## config.mk

```make
export PLATFORM = sky130hd
export DESIGN_NAME = utf8_cluster_width
export DESIGN_NICKNAME = d
export VERILOG_FILES = /design/src/hdl/u8cw_pkg.sv /design/src/hdl/u8cw_decode.sv /design/src/hdl/u8cw_emit.sv /design/src/hdl/utf8_cluster_width.sv
export SDC_FILE = /design/constraint.sdc
export NUM_CORES = 1
export LEC_CHECK = 0
export BUFFER_PORTS_ARGS = -buffer_cell sky130_fd_sc_hd__clkbuf_2
export CORE_ASPECT_RATIO = 1.25
export CORE_MARGIN = 2
export CORE_UTILIZATION = 45
export DETAILED_ROUTE_END_ITERATION = 8
export PLACE_DENSITY_LB_ADDON = 0.1
export SLEW_MARGIN = 20
export SYNTH_ARGS = -nofsm -noshare
export SYNTH_HDL_FRONTEND = slang
export SYNTH_SLANG_ARGS = --single-unit
```

## constraint.sdc

```tcl
create_clock -name clock -period 4 [get_ports clock]
set_clock_uncertainty 0.15 [all_clocks]
set_input_delay 0.2 -clock clock [delete_from_list [all_inputs] [get_ports clock]]
set_output_delay 0.2 -clock clock [all_outputs]
set_load 0.03 [all_outputs]
```

## src/hdl/u8cw_pkg.sv

```systemverilog
// ----------------------------------------------------------------------------
// u8cw_pkg
// Types, lead byte decoding and the display width table of the UTF-8
// cluster width decoder.
// ----------------------------------------------------------------------------
package u8cw_pkg;

   localparam int CodeW = 21;

   typedef struct packed {
      logic [7:0] text_byte;
      logic       final_byte;
   } req_type;

   typedef struct packed {
      logic [CodeW-1:0] code_point;
      logic [2:0]       byte_count;
      logic [1:0]       char_width;
      logic             starts_cluster;
      logic [1:0]       cluster_cells;
      logic             text_done;
   } rsp_type;

   // A decoded character before its width and cluster are known.
   typedef struct packed {
      logic [CodeW-1:0] code_point;
      logic [2:0]       byte_count;
      logic             text_done;
   } raw_type;

   // Up to three characters that one byte produces, in order from slot 0.
   typedef struct packed {
      logic [1:0]        cnt;
      raw_type [2:0]     slots;
   } batch_type;

   localparam int ZeroN = 14;
   localparam int WideN = 15;

   localparam logic [CodeW-1:0] ZERO_LO [ZeroN] = '{
      21'h00300, 21'h00483, 21'h00591, 21'h00610, 21'h0064b, 21'h006d6, 21'h00900,
      21'h0093a, 21'h00941, 21'h01ab0, 21'h01dc0, 21'h020d0, 21'h0fe00, 21'h0fe20};
   localparam logic [CodeW-1:0] ZERO_HI [ZeroN] = '{
      21'h0036f, 21'h00489, 21'h005bd, 21'h0061a, 21'h0065f, 21'h006dc, 21'h00903,
      21'h0093c, 21'h0094d, 21'h01aff, 21'h01dff, 21'h020f0, 21'h0fe0f, 21'h0fe2f};

   localparam logic [CodeW-1:0] WIDE_LO [WideN] = '{
      21'h01100, 21'h02e80, 21'h03041, 21'h03400, 21'h04e00, 21'h0a000, 21'h0ac00,
      21'h0f900, 21'h0fe30, 21'h0ff00, 21'h0ffe0, 21'h1f300, 21'h1f680, 21'h1f900,
      21'h20000};
   localparam logic [CodeW-1:0] WIDE_HI [WideN] = '{
      21'h0115f, 21'h0303e, 21'h033ff, 21'h04dbf, 21'h09fff, 21'h0a4cf, 21'h0d7a3,
      21'h0faff, 21'h0fe6f, 21'h0ff60, 21'h0ffe6, 21'h1f64f, 21'h1f6ff, 21'h1f9ff,
      21'h3fffd};

   // Sequence length that a lead byte opens.
   function automatic logic [2:0] lead_len(input logic [7:0] b);
      logic [2:0] len;
      if (b >= 8'hf0) begin
         len = 3'd4;
      end else if (b >= 8'he0) begin
         len = 3'd3;
      end else if (b >= 8'hc0) begin
         len = 3'd2;
      end else begin
         len = 3'd1;
      end
      return len;
   endfunction

   // Masked value of a lead byte; a single byte keeps its whole value.
   function automatic logic [CodeW-1:0] lead_val(input logic [7:0] b);
      logic [7:0] v;
      if (b >= 8'hf0) begin
         v = b & 8'h07;
      end else if (b >= 8'he0) begin
         v = b & 8'h0f;
      end else if (b >= 8'hc0) begin
         v = b & 8'h1f;
      end else begin
         v = b;
      end
      return {{(CodeW-8){1'b0}}, v};
   endfunction

   function automatic logic [1:0] char_width(input logic [CodeW-1:0] cp);
      logic zero_hit;
      logic wide_hit;
      logic [1:0] w;
      zero_hit = (cp < 21'd32) || (cp >= 21'h7f && cp < 21'ha0);
      wide_hit = 1'b0;
      for (int k = 0; k < ZeroN; k++) begin
         if (cp >= ZERO_LO[k] && cp <= ZERO_HI[k]) begin
            zero_hit = 1'b1;
         end
      end
      for (int k = 0; k < WideN; k++) begin
         if (cp >= WIDE_LO[k] && cp <= WIDE_HI[k]) begin
            wide_hit = 1'b1;
         end
      end
      if (zero_hit) begin
         w = 2'd0;
      end else if (wide_hit) begin
         w = 2'd2;
      end else begin
         w = 2'd1;
      end
      return w;
   endfunction

endpackage

```

## src/hdl/u8cw_decode.sv

```systemverilog
// ----------------------------------------------------------------------------
// u8cw_decode
// Sequence state of the decoder and the logic that turns one byte into
// zero to three decoded characters.
// ----------------------------------------------------------------------------
module u8cw_decode (
   input  logic                 clock,
   input  logic                 reset,
   input  logic                 advance,
   input  u8cw_pkg::req_type    item,
   output u8cw_pkg::batch_type  batch
);
   import u8cw_pkg::*;

   logic [CodeW-1:0] partial_ff, partial_in;
   logic [2:0]       exp_ff, exp_in;
   logic [1:0]       rc_ff, rc_in;
   logic [7:0]       held0_ff, held0_in;
   logic [7:0]       held1_ff, held1_in;

   logic [7:0]       b;
   logic             fin;
   logic [2:0]       b_len;
   logic [CodeW-1:0] b_val;
   logic [CodeW-1:0] h0_val;
   logic [2:0]       h1_len;
   logic [CodeW-1:0] h1_val;
   logic [CodeW-1:0] shifted;
   logic [CodeW-1:0] pair;
   logic             complete;

   assign b        = item.text_byte;
   assign fin      = item.final_byte;
   assign b_len    = lead_len(b);
   assign b_val    = lead_val(b);
   assign h0_val   = lead_val(held0_ff);
   assign h1_len   = lead_len(held1_ff);
   assign h1_val   = lead_val(held1_ff);
   assign shifted  = {partial_ff[CodeW-7:0], b[5:0]};
   assign pair     = {h1_val[CodeW-7:0], b[5:0]};
   assign complete = (exp_ff != 3'd0) &&
                     ((({1'b0, rc_ff} + 3'd1) >= exp_ff) || (rc_ff == 2'd3));

   always_comb begin
      batch      = '0;
      partial_in = partial_ff;
      exp_in     = exp_ff;
      rc_in      = rc_ff;
      held0_in   = held0_ff;
      held1_in   = held1_ff;
      if (exp_ff == 3'd0) begin
         if (b_len == 3'd1 || fin) begin
            batch.cnt      = 2'd1;
            batch.slots[0] = '{code_point: b_val, byte_count: 3'd1, text_done: fin};
         end else begin
            held0_in   = b;
            partial_in = b_val;
            exp_in     = b_len;
            rc_in      = 2'd1;
         end
      end else if (complete) begin
         batch.cnt      = 2'd1;
         batch.slots[0] = '{code_point: shifted, byte_count: exp_ff, text_done: fin};
         partial_in     = '0;
         exp_in         = 3'd0;
         rc_in          = 2'd0;
      end else if (fin) begin
         // The text ended inside a sequence: the lead is cut, the rest re-decoded.
         partial_in     = '0;
         exp_in         = 3'd0;
         rc_in          = 2'd0;
         batch.slots[0] = '{code_point: h0_val, byte_count: 3'd1, text_done: 1'b0};
         if (rc_ff == 2'd1) begin
            batch.cnt      = 2'd2;
            batch.slots[1] = '{code_point: b_val, byte_count: 3'd1, text_done: 1'b1};
         end else if (h1_len == 3'd2) begin
            batch.cnt      = 2'd2;
            batch.slots[1] = '{code_point: pair, byte_count: 3'd2, text_done: 1'b1};
         end else begin
            batch.cnt      = 2'd3;
            batch.slots[1] = '{code_point: h1_val, byte_count: 3'd1, text_done: 1'b0};
            batch.slots[2] = '{code_point: b_val, byte_count: 3'd1, text_done: 1'b1};
         end
      end else begin
         partial_in = shifted;
         rc_in      = rc_ff + 2'd1;
         if (rc_ff == 2'd1) begin
            held1_in = b;
         end
      end
   end

   always_ff @(posedge clock) begin
      if (reset) begin
         partial_ff <= '0;
         exp_ff     <= 3'd0;
         rc_ff      <= 2'd0;
      end else if (advance) begin
         partial_ff <= partial_in;
         exp_ff     <= exp_in;
         rc_ff      <= rc_in;
      end
   end

   always_ff @(posedge clock) begin
      if (advance) begin
         held0_ff <= held0_in;
         held1_ff <= held1_in;
      end
   end

endmodule

```

## src/hdl/u8cw_emit.sv

```systemverilog
// ----------------------------------------------------------------------------
// u8cw_emit
// Holds the characters of one byte, looks up each one's display width,
// tracks the open cluster and drives the result register.
// ----------------------------------------------------------------------------
module u8cw_emit (
   input  logic                 clock,
   input  logic                 reset,
   input  logic                 load,
   input  u8cw_pkg::batch_type  batch,
   output logic                 ready,
   output logic                 rsp_valid,
   input  logic                 rsp_stall,
   output u8cw_pkg::rsp_type    rsp_data
);
   import u8cw_pkg::*;

   raw_type [2:0] slots_ff, slots_in;
   logic [1:0]    cnt_ff, cnt_in;
   logic          open_ff, open_in;
   logic          valid_ff, valid_in;
   rsp_type       data_ff, data_in;

   logic          advance;
   logic [1:0]    w;

   assign advance = (cnt_ff != 2'd0) && (!valid_ff || !rsp_stall);
   assign ready   = (cnt_ff == 2'd0) || ((cnt_ff == 2'd1) && advance);
   assign w       = char_width(slots_ff[0].code_point);

   always_comb begin
      slots_in = slots_ff;
      cnt_in   = cnt_ff;
      if (load) begin
         slots_in = batch.slots;
         cnt_in   = batch.cnt;
      end else if (advance) begin
         slots_in[0] = slots_ff[1];
         slots_in[1] = slots_ff[2];
         cnt_in      = cnt_ff - 2'd1;
      end
   end

   always_comb begin
      data_in                = data_ff;
      valid_in               = valid_ff && rsp_stall;
      open_in                = open_ff;
      if (advance) begin
         valid_in            = 1'b1;
         data_in.code_point  = slots_ff[0].code_point;
         data_in.byte_count  = slots_ff[0].byte_count;
         data_in.char_width  = w;
         data_in.text_done   = slots_ff[0].text_done;
         if (w == 2'd0 && open_ff) begin
            data_in.starts_cluster = 1'b0;
            data_in.cluster_cells  = 2'd0;
         end else begin
            data_in.starts_cluster = 1'b1;
            data_in.cluster_cells  = (w == 2'd0) ? 2'd1 : w;
         end
         open_in = !slots_ff[0].text_done;
      end
   end

   always_ff @(posedge clock) begin
      if (reset) begin
         cnt_ff   <= 2'd0;
         open_ff  <= 1'b0;
         valid_ff <= 1'b0;
      end else begin
         cnt_ff   <= cnt_in;
         open_ff  <= open_in;
         valid_ff <= valid_in;
      end
   end

   always_ff @(posedge clock) begin
      slots_ff <= slots_in;
      data_ff  <= data_in;
   end

   assign rsp_valid = valid_ff;
   assign rsp_data  = data_ff;

endmodule

```

## src/hdl/utf8_cluster_width.sv

```systemverilog
// ----------------------------------------------------------------------------
// utf8_cluster_width
// Streaming UTF-8 decoder that gives each character its display width and
// groups zero-width characters into the cluster before them.
// ----------------------------------------------------------------------------
// The block takes one text byte per cycle while req_stall is low; the result
// port's one character per cycle while rsp_stall is low sets the throughput.
// Bytes pass the input register, characters the emit queue and the result
// register. A byte yields none, one or, if the text ends inside a sequence,
// two or three; these leave the three-entry queue one per cycle unless stalled,
// so such a final byte stalls the input until the last of them is leaving.
module utf8_cluster_width (
   input  logic              clock,
   input  logic              reset,
   input  logic              req_valid,
   output logic              req_stall,
   input  u8cw_pkg::req_type req_data,
   output logic              rsp_valid,
   input  logic              rsp_stall,
   output u8cw_pkg::rsp_type rsp_data
);
   import u8cw_pkg::*;

   logic      in_valid_ff;
   req_type   in_data_ff;
   logic      consume;
   logic      batch_ready;
   batch_type batch;

   assign consume   = in_valid_ff && batch_ready;
   assign req_stall = in_valid_ff && !batch_ready;

   always_ff @(posedge clock) begin
      if (reset) begin
         in_valid_ff <= 1'b0;
      end else if (!req_stall) begin
         in_valid_ff <= req_valid;
      end
   end

   always_ff @(posedge clock) begin
      if (!req_stall && req_valid) begin
         in_data_ff <= req_data;
      end
   end

   u8cw_decode u_decode (
      .clock   (clock),
      .reset   (reset),
      .advance (consume),
      .item    (in_data_ff),
      .batch   (batch)
   );

   u8cw_emit u_emit (
      .clock     (clock),
      .reset     (reset),
      .load      (consume),
      .batch     (batch),
      .ready     (batch_ready),
      .rsp_valid (rsp_valid),
      .rsp_stall (rsp_stall),
      .rsp_data  (rsp_data)
   );

endmodule

```

* Yosys cells after proc, flatten, opt, wreduce, memory -nomap -nowiden
Cells that the tools add are included.
** Cells by class
- $add $sub $neg :: 3
- Magnitude comparators :: 71
- Equal/unequal tests :: 6
- Mux-type cells :: 80
- Bitwise logic cells :: 4
- Reductions and logical operators :: 62
** Operator list (number)
- $le 21x16->1 const B :: 9
- $ge 21x16->1 const B :: 8
- $mux 25 :: 6
- $ge 21x11->1 const B :: 5
- $le 21x11->1 const B :: 5
- $mux 50 :: 2
- $ge 21x14->1 const B :: 4
- $mux 77 :: 1
- $ge 8x8->1 const B :: 9
- $mux 8 :: 9
- $ge 21x12->1 const B :: 3
- $ge 21x13->1 const B :: 3
- $ge 21x17->1 const B :: 3
- $le 21x12->1 const B :: 3
- $le 21x13->1 const B :: 3
- $le 21x14->1 const B :: 3
- $le 21x17->1 const B :: 3
- $mux 15 :: 4
- $logic_and 1x1->1 :: 38
- $mux 1 :: 33
- $mux 2 :: 14
- $mux 12 :: 2
- $mux 3 :: 8
- $ge 21x10->1 const B :: 1
- 31 further kinds :: 47
** Storage, ports and cells
- Register bits :: 155
- Input port bits :: 13
- Output and inout port bits :: 32
- Logic and storage cells :: 254

* Longest topological paths before layout
- Word-level depth :: 22
- Gate-level depth with buffers :: 11
- Mapped depth without buffers :: 10

* Hierarchy
A second synthesis with hierarchy kept.
** Unflattened totals
- Cells, all modules :: 698
- Area total of the unflattened synthesis :: 8022.7 um2
** By module, submodules not included
- u8cw_emit :: instances 1, cells an instance 435, area an instance 5460.2 um2, sequential area each 3233.1 um2
- u8cw_decode :: instances 1, cells an instance 249, area an instance 2235.9 um2, sequential area each 880.8 um2
- utf8_cluster_width :: instances 1, cells an instance 14, area an instance 326.6 um2, sequential area each 290.3 um2

* Least setup slack after synthesis
OpenSTA, ideal clock, no wires.
- Path type :: reg2reg
- Start point :: reg u_emit.valid_ff (netlist: u_emit.rsp_valid)
- End point :: reg u_emit.slots_ff[0] in the netlist's numbering, enable pin
- Setup time :: 544 ps
- Arrival time :: 2387 ps
- Data required time :: 3306 ps
- Slack :: 919 ps
- Stages on the path, launching flop included :: 8
- Path buffers :: 3
- Period minus slack after synthesis :: 3081 ps
- Cells stage by stage :: dfxtp_1 > nand2_1 > a21oi_1 > nand2b_1 > clkbuf_1 > clkbuf_1 > clkbuf_1 > nand2_1
** Between the ends
- Word-level cells in the longest chain between the ends :: 7
** Ends and longest elaborated chain
- start: declaration :: line u8cw_emit.sv:21 : logic valid_ff, valid_in;
- start signal: assignment :: line u8cw_emit.sv:73 : valid_ff <= valid_in;
- $logic_not 1->1 (*) :: line u8cw_emit.sv:27 : assign advance = (cnt_ff != 2'd0) && (!valid_ff || !rsp_stall);
- $logic_or 1x1->1 (*) :: line u8cw_emit.sv:27
- $logic_and 1x1->1 (*) :: line u8cw_emit.sv:27
- $logic_and 1x1->1 :: line u8cw_emit.sv:28 : assign ready = (cnt_ff == 2'd0) || ((cnt_ff == 2'd1) && advance);
- $logic_or 1x1->1 :: line u8cw_emit.sv:28
- $logic_and 1x1->1 :: line utf8_cluster_width.sv:30 : assign consume = in_valid_ff && batch_ready;
- $reduce_bool 2->1 (no source line) (*)
- end signal: assignment :: line u8cw_emit.sv:78 : slots_ff <= slots_in;
- end: declaration :: line u8cw_emit.sv:18 : raw_type [2:0] slots_ff, slots_in;
Mark *: on every way between the ends. The rest lies on a longest branch, timed or not.
A chain may end at the register's enable or synchronous reset.

* Worst setup path in the final report
- Start point :: reg u_emit.slots_ff[7] in the netlist's numbering
- End point :: reg u_emit.data_ff (netlist bit u_emit.rsp_data[5]), data pin
** Between the ends
- Word-level cells in the longest chain between the ends :: 19
- Elaborated cells between the ends (all ways) :: 123
- Those cells by class :: order compare: 61; mux: 31; reduce/logical: 31
** Ends and longest elaborated chain
- $ge 21x13->1 / $le 21x13->1 (equally long branches) :: line u8cw_pkg.sv:98 : if (cp >= WIDE_LO[k] && cp <= WIDE_HI[k]) begin
- $logic_and 1x1->1 :: line u8cw_pkg.sv:98
- $mux 1 (15 in a row) :: line u8cw_pkg.sv:98
- $mux 2 :: line u8cw_pkg.sv:104 : end else if (wide_hit) begin
- $mux 2 (*) :: line u8cw_pkg.sv:102 : if (zero_hit) begin
- named net u_emit.w[1] :: line u8cw_emit.sv:25 : logic [1:0] w;
- end signal: assignment :: line u8cw_emit.sv:79 : data_ff <= data_in;
- end: declaration :: line u8cw_emit.sv:22 : rsp_type data_ff, data_in;
The timed path passes the listed nets; every way through them passes the cells marked *.

==> results.yml <==
detailed_routing:
  drc_errors: 0
  wl_per_cell_um: 20.9
  num_vias: 5779
  vias_per_cell: 6.27
  dr.pass1.iters: 6
  drt_iter0_drc: 612
  ant_nets: 0
  wl_um: 19300
worst_setup_path:
  slowest_stage: "edfxtp_1"
  crit_path_cell_trace: "nand4_1 > nor4_1 > a21o_1 > a21oi_1 > o211ai_1 > nand4_2 > or2_1"
  worstReg2RegStart: "u_emit.slots_ff[7]$_DFFE_PP_"
  critPathCaptureType: "register"
  r2r_slack_ns: 0.52
  crit_path_start: "u_emit.slots_ff[7]$_DFFE_PP_"
  critical_path.startpoint_type: "register"
  timing.rr.end: "u_emit.rsp_data[5]$_DFFE_PP_"
  crit_type: "register to register"
  worstPathBufferInverterCount: 0
  path_max_fanout: 19
  reg2regPathDepth: 7
  cp.required_ns: 4.02
  cp.arrival_ns: 3.50
  cp_top_family: "simple AND/OR/NAND/NOR gates"
  slowest_delay_ns: 0.77
final_layout:
  final_common_cell: "edfxtp_1"
  synthToLayoutAreaGrowth_pct: 16.0
  nets: 747
  post-route-util_pct: 52.8
  drive_above_1_share_pct: 14.2
  antenna_cells: 0
  most-common-layout-cells: "106 x edfxtp_1, 90 x nand2_1, 54 x nor2_1"
clocking:
  h-tree-depth: 4
  clk_path_buf_depth: 2
  insertion_delay_ns: 0.42
  clk_pin_slew_ns: 0.06
  ctsResizeCount: 0
  cts_made_buffers: 17
  root_buffer: "clkbuf_16"
  cts_tree: "yes"
  clock_sinks: 131
grt:
  grt_pass1_wl_um: 30900
  antenna_found_initial: 0
  track_usage_pct: 25.0
  grt_pass1_vias: 5636
  grt_overflow: 0
  grt_max_degree: 43
timing:
  fin_crit_sh_pct: 86.9
  rsz0062_at_grt: "no"
  worst_pin_slew_ns: 0.990
  clock.fmax_ghz: 0.288
  setup_viol: 0
  fin_crit_ns: 3.48
  fin_setup_tns_ns: 0
  hold_viol: 0
  timing.final.max_slew_violations: 0
  slew_headroom_pct: 33.8
min_path:
  hold_class: "primary input to register"
  whs_path_depth: 2
  hp-start: "reset"
  hold_end: "u_emit.cnt_ff[1]$_SDFFE_PP0P_"
logic_synthesis:
  netlist_area_um2: 6780
  synth_edf_count: 106
  synth-warning-count: 0
  ys_ff_latch: 131
  synth_top_flop_cell: "edfxtp_1"
  ys_seq_area_share_pct: 54.3
  yosysUniqueCellTypes: 67
  postSynth.asyncResetShare_pct: 0
  syn_avg_cell_area_um2: 9.83
  synth_cells: 690
floorplanning:
  fp.coreArea_um2: 14900
  num_io_pins: 45
  die_w_um: 114
  die_h_um: 141
  fp.dieArea_um2: 16100
  row_count: 50
  start_util_pct: 45.5
power_and_ir_drop:
  power.density_nw_per_um2: 798
  p_leak_nw: 2.78
  ir_drop_uv: 434
run_status:
  status: "finished clean"
job:
  cap_violations: 0
placement:
  port_buffers: 44
  hpwlAfterDp_um: 13200
  gp_congestion: 1.04
-- routing by layer --
| layer | part of all wire [%] | up-vias | global-route usage [%] | wire (µm) |
|---|---|---|---|---|
| met5 | 0 | - | 0 | 0 |
| li1 | - | 2653 | - | - |
| met2 | 50 | 352 | 41.7 | 9590 |
| met4 | 6.0 | 0 | 15.1 | 1170 |
| met3 | 7.1 | 89 | 5.07 | 1370 |
| met1 | 37 | 2685 | 29.9 | 7150 |
-- worst register-to-register path: cells and delay by family, from the launching register on --
| family | cells | cell delay (ns) |
|---|---|---|
| AND/OR/NAND/NOR | 4 | 1.72 |
| flip-flops | 1 | 0.77 |
| AO/OA/AOI/OAI | 3 | 0.58 |
-- power by group --
part	internal [mW]	switching (mW)	leakage, nW	total [mW]
registers	2.10	0.559	1.22	2.65
logic	0.590	1.40	1.26	1.99
clock network	0.999	0.631	0.297	1.63
total	3.68	2.59	2.78	6.28
-- Yosys cell counts (3+ instances only) --
library cell,number,share of area (%)
edfxtp_1,106,47
nand2_1,91,5.0
nor2_1,54,3.0
a21oi_1,43,3.2
clkbuf_1,37,2.0
nand3_1,31,2.3
o21ai_0,29,2.1
nor3_1,26,1.9
dfxtp_1,25,7.4
nand4_1,21,1.9
and3_1,20,1.8
inv_1,16,0.89
a31oi_1,12,1.1
a211oi_1,11,1.2
o31ai_1,11,1.2
buf_2,10,0.74
nor2b_1,10,0.92
nor4_1,10,0.92
nand2b_1,9,0.83
ha_1,7,1.3
nor3b_1,7,0.78
and2_1,6,0.55
or3_1,6,0.55
o21ai_1,5,0.37
a21o_1,4,0.44
buf_1,4,0.22
mux2i_1,4,0.59
nor4b_1,4,0.52
o211ai_1,4,0.44
or2_1,4,0.37
or4_1,4,0.44
a211o_1,3,0.39
a22oi_1,3,0.33
a32oi_1,3,0.39
o2111ai_1,3,0.39
o21a_1,3,0.33
or2_2,3,0.28
-- through the flow --
step | cells | hold WS [ns] | power (mW) | setup WS, ns | instance area [µm²]
2_1_floorplan | 692 | 0.149 | 3.92 | 0.919 | 6790
3_3_place_gp | 879 | 0.228 | 4.62 | 0.695 | 7120
3_5_place_dp | 879 | 0.229 | 4.61 | 0.720 | 7120
4_1_cts | 922 | 0.0819 | 6.25 | 0.702 | 7860
5_1_grt | 922 | 0.104 | 6.59 | 0.377 | 7870
6_report | 922 | 0.113 | 6.28 | 0.522 | 7870
-- sequential cells by signal (all words and copies together), names as in the netlist --
register,count
in_valid_ff,1
u_decode.exp_ff,3
u_emit.rsp_valid,1
in_data_ff,9
u_emit.open_ff,1
u_emit.rsp_data,30
u_decode.held1_ff,8
u_emit.cnt_ff,2
u_decode.rc_ff,2
u_decode.partial_ff,15
u_decode.held0_ff,8
u_emit.slots_ff,51
-- worst max path at each step --
| stage | endpoint | slack [ns] | cells after the start |
|---|---|---|---|
| CTS | u_emit.rsp_data[5]$_DFFE_PP_ | 0.70 | 7 |
| finish | u_emit.rsp_data[5]$_DFFE_PP_ | 0.52 | 7 |
| global placement | u_emit.rsp_data[2]$_SDFFCE_PP0P_ | 0.70 | 7 |
| detailed placement | u_emit.rsp_data[5]$_DFFE_PP_ | 0.72 | 7 |
| global route | u_emit.rsp_data[5]$_DFFE_PP_ | 0.38 | 7 |
| floorplan | u_emit.slots_ff[0]$_DFFE_PP_ | 0.92 | 7 |
-- timing repair --
action / CTS / global route
hold endpoints to repair: 11 / 0
hold buffers: 11 / 0
endpoints found under the setup margin: 0 / 0
setup buffers: 0 / 0
-- logic make-up (layout without fill, tap and decap cells) --
logic type      count (synthesis)  in the layout  synth area share, %
compound gates                156            156                 15.0
fa+ha+maj                       7              7                 1.29
buf+inv                        68            116                 3.95
flops                         131            131                 54.3
mux                             6              6                0.923
other cells                     1              3               0.0553
simple gates                  321            321                 24.5
-- layout make-up --
class	count	area (µm²)
clock buffer	17	425
fill	1359	7020
inverter	17	63.8
multi-input combinational	493	2840
sequential	131	3680
tap	182	228
timing repair buffer	67	420
clock inverter	15	200
(Power assumes the default switching activity.)
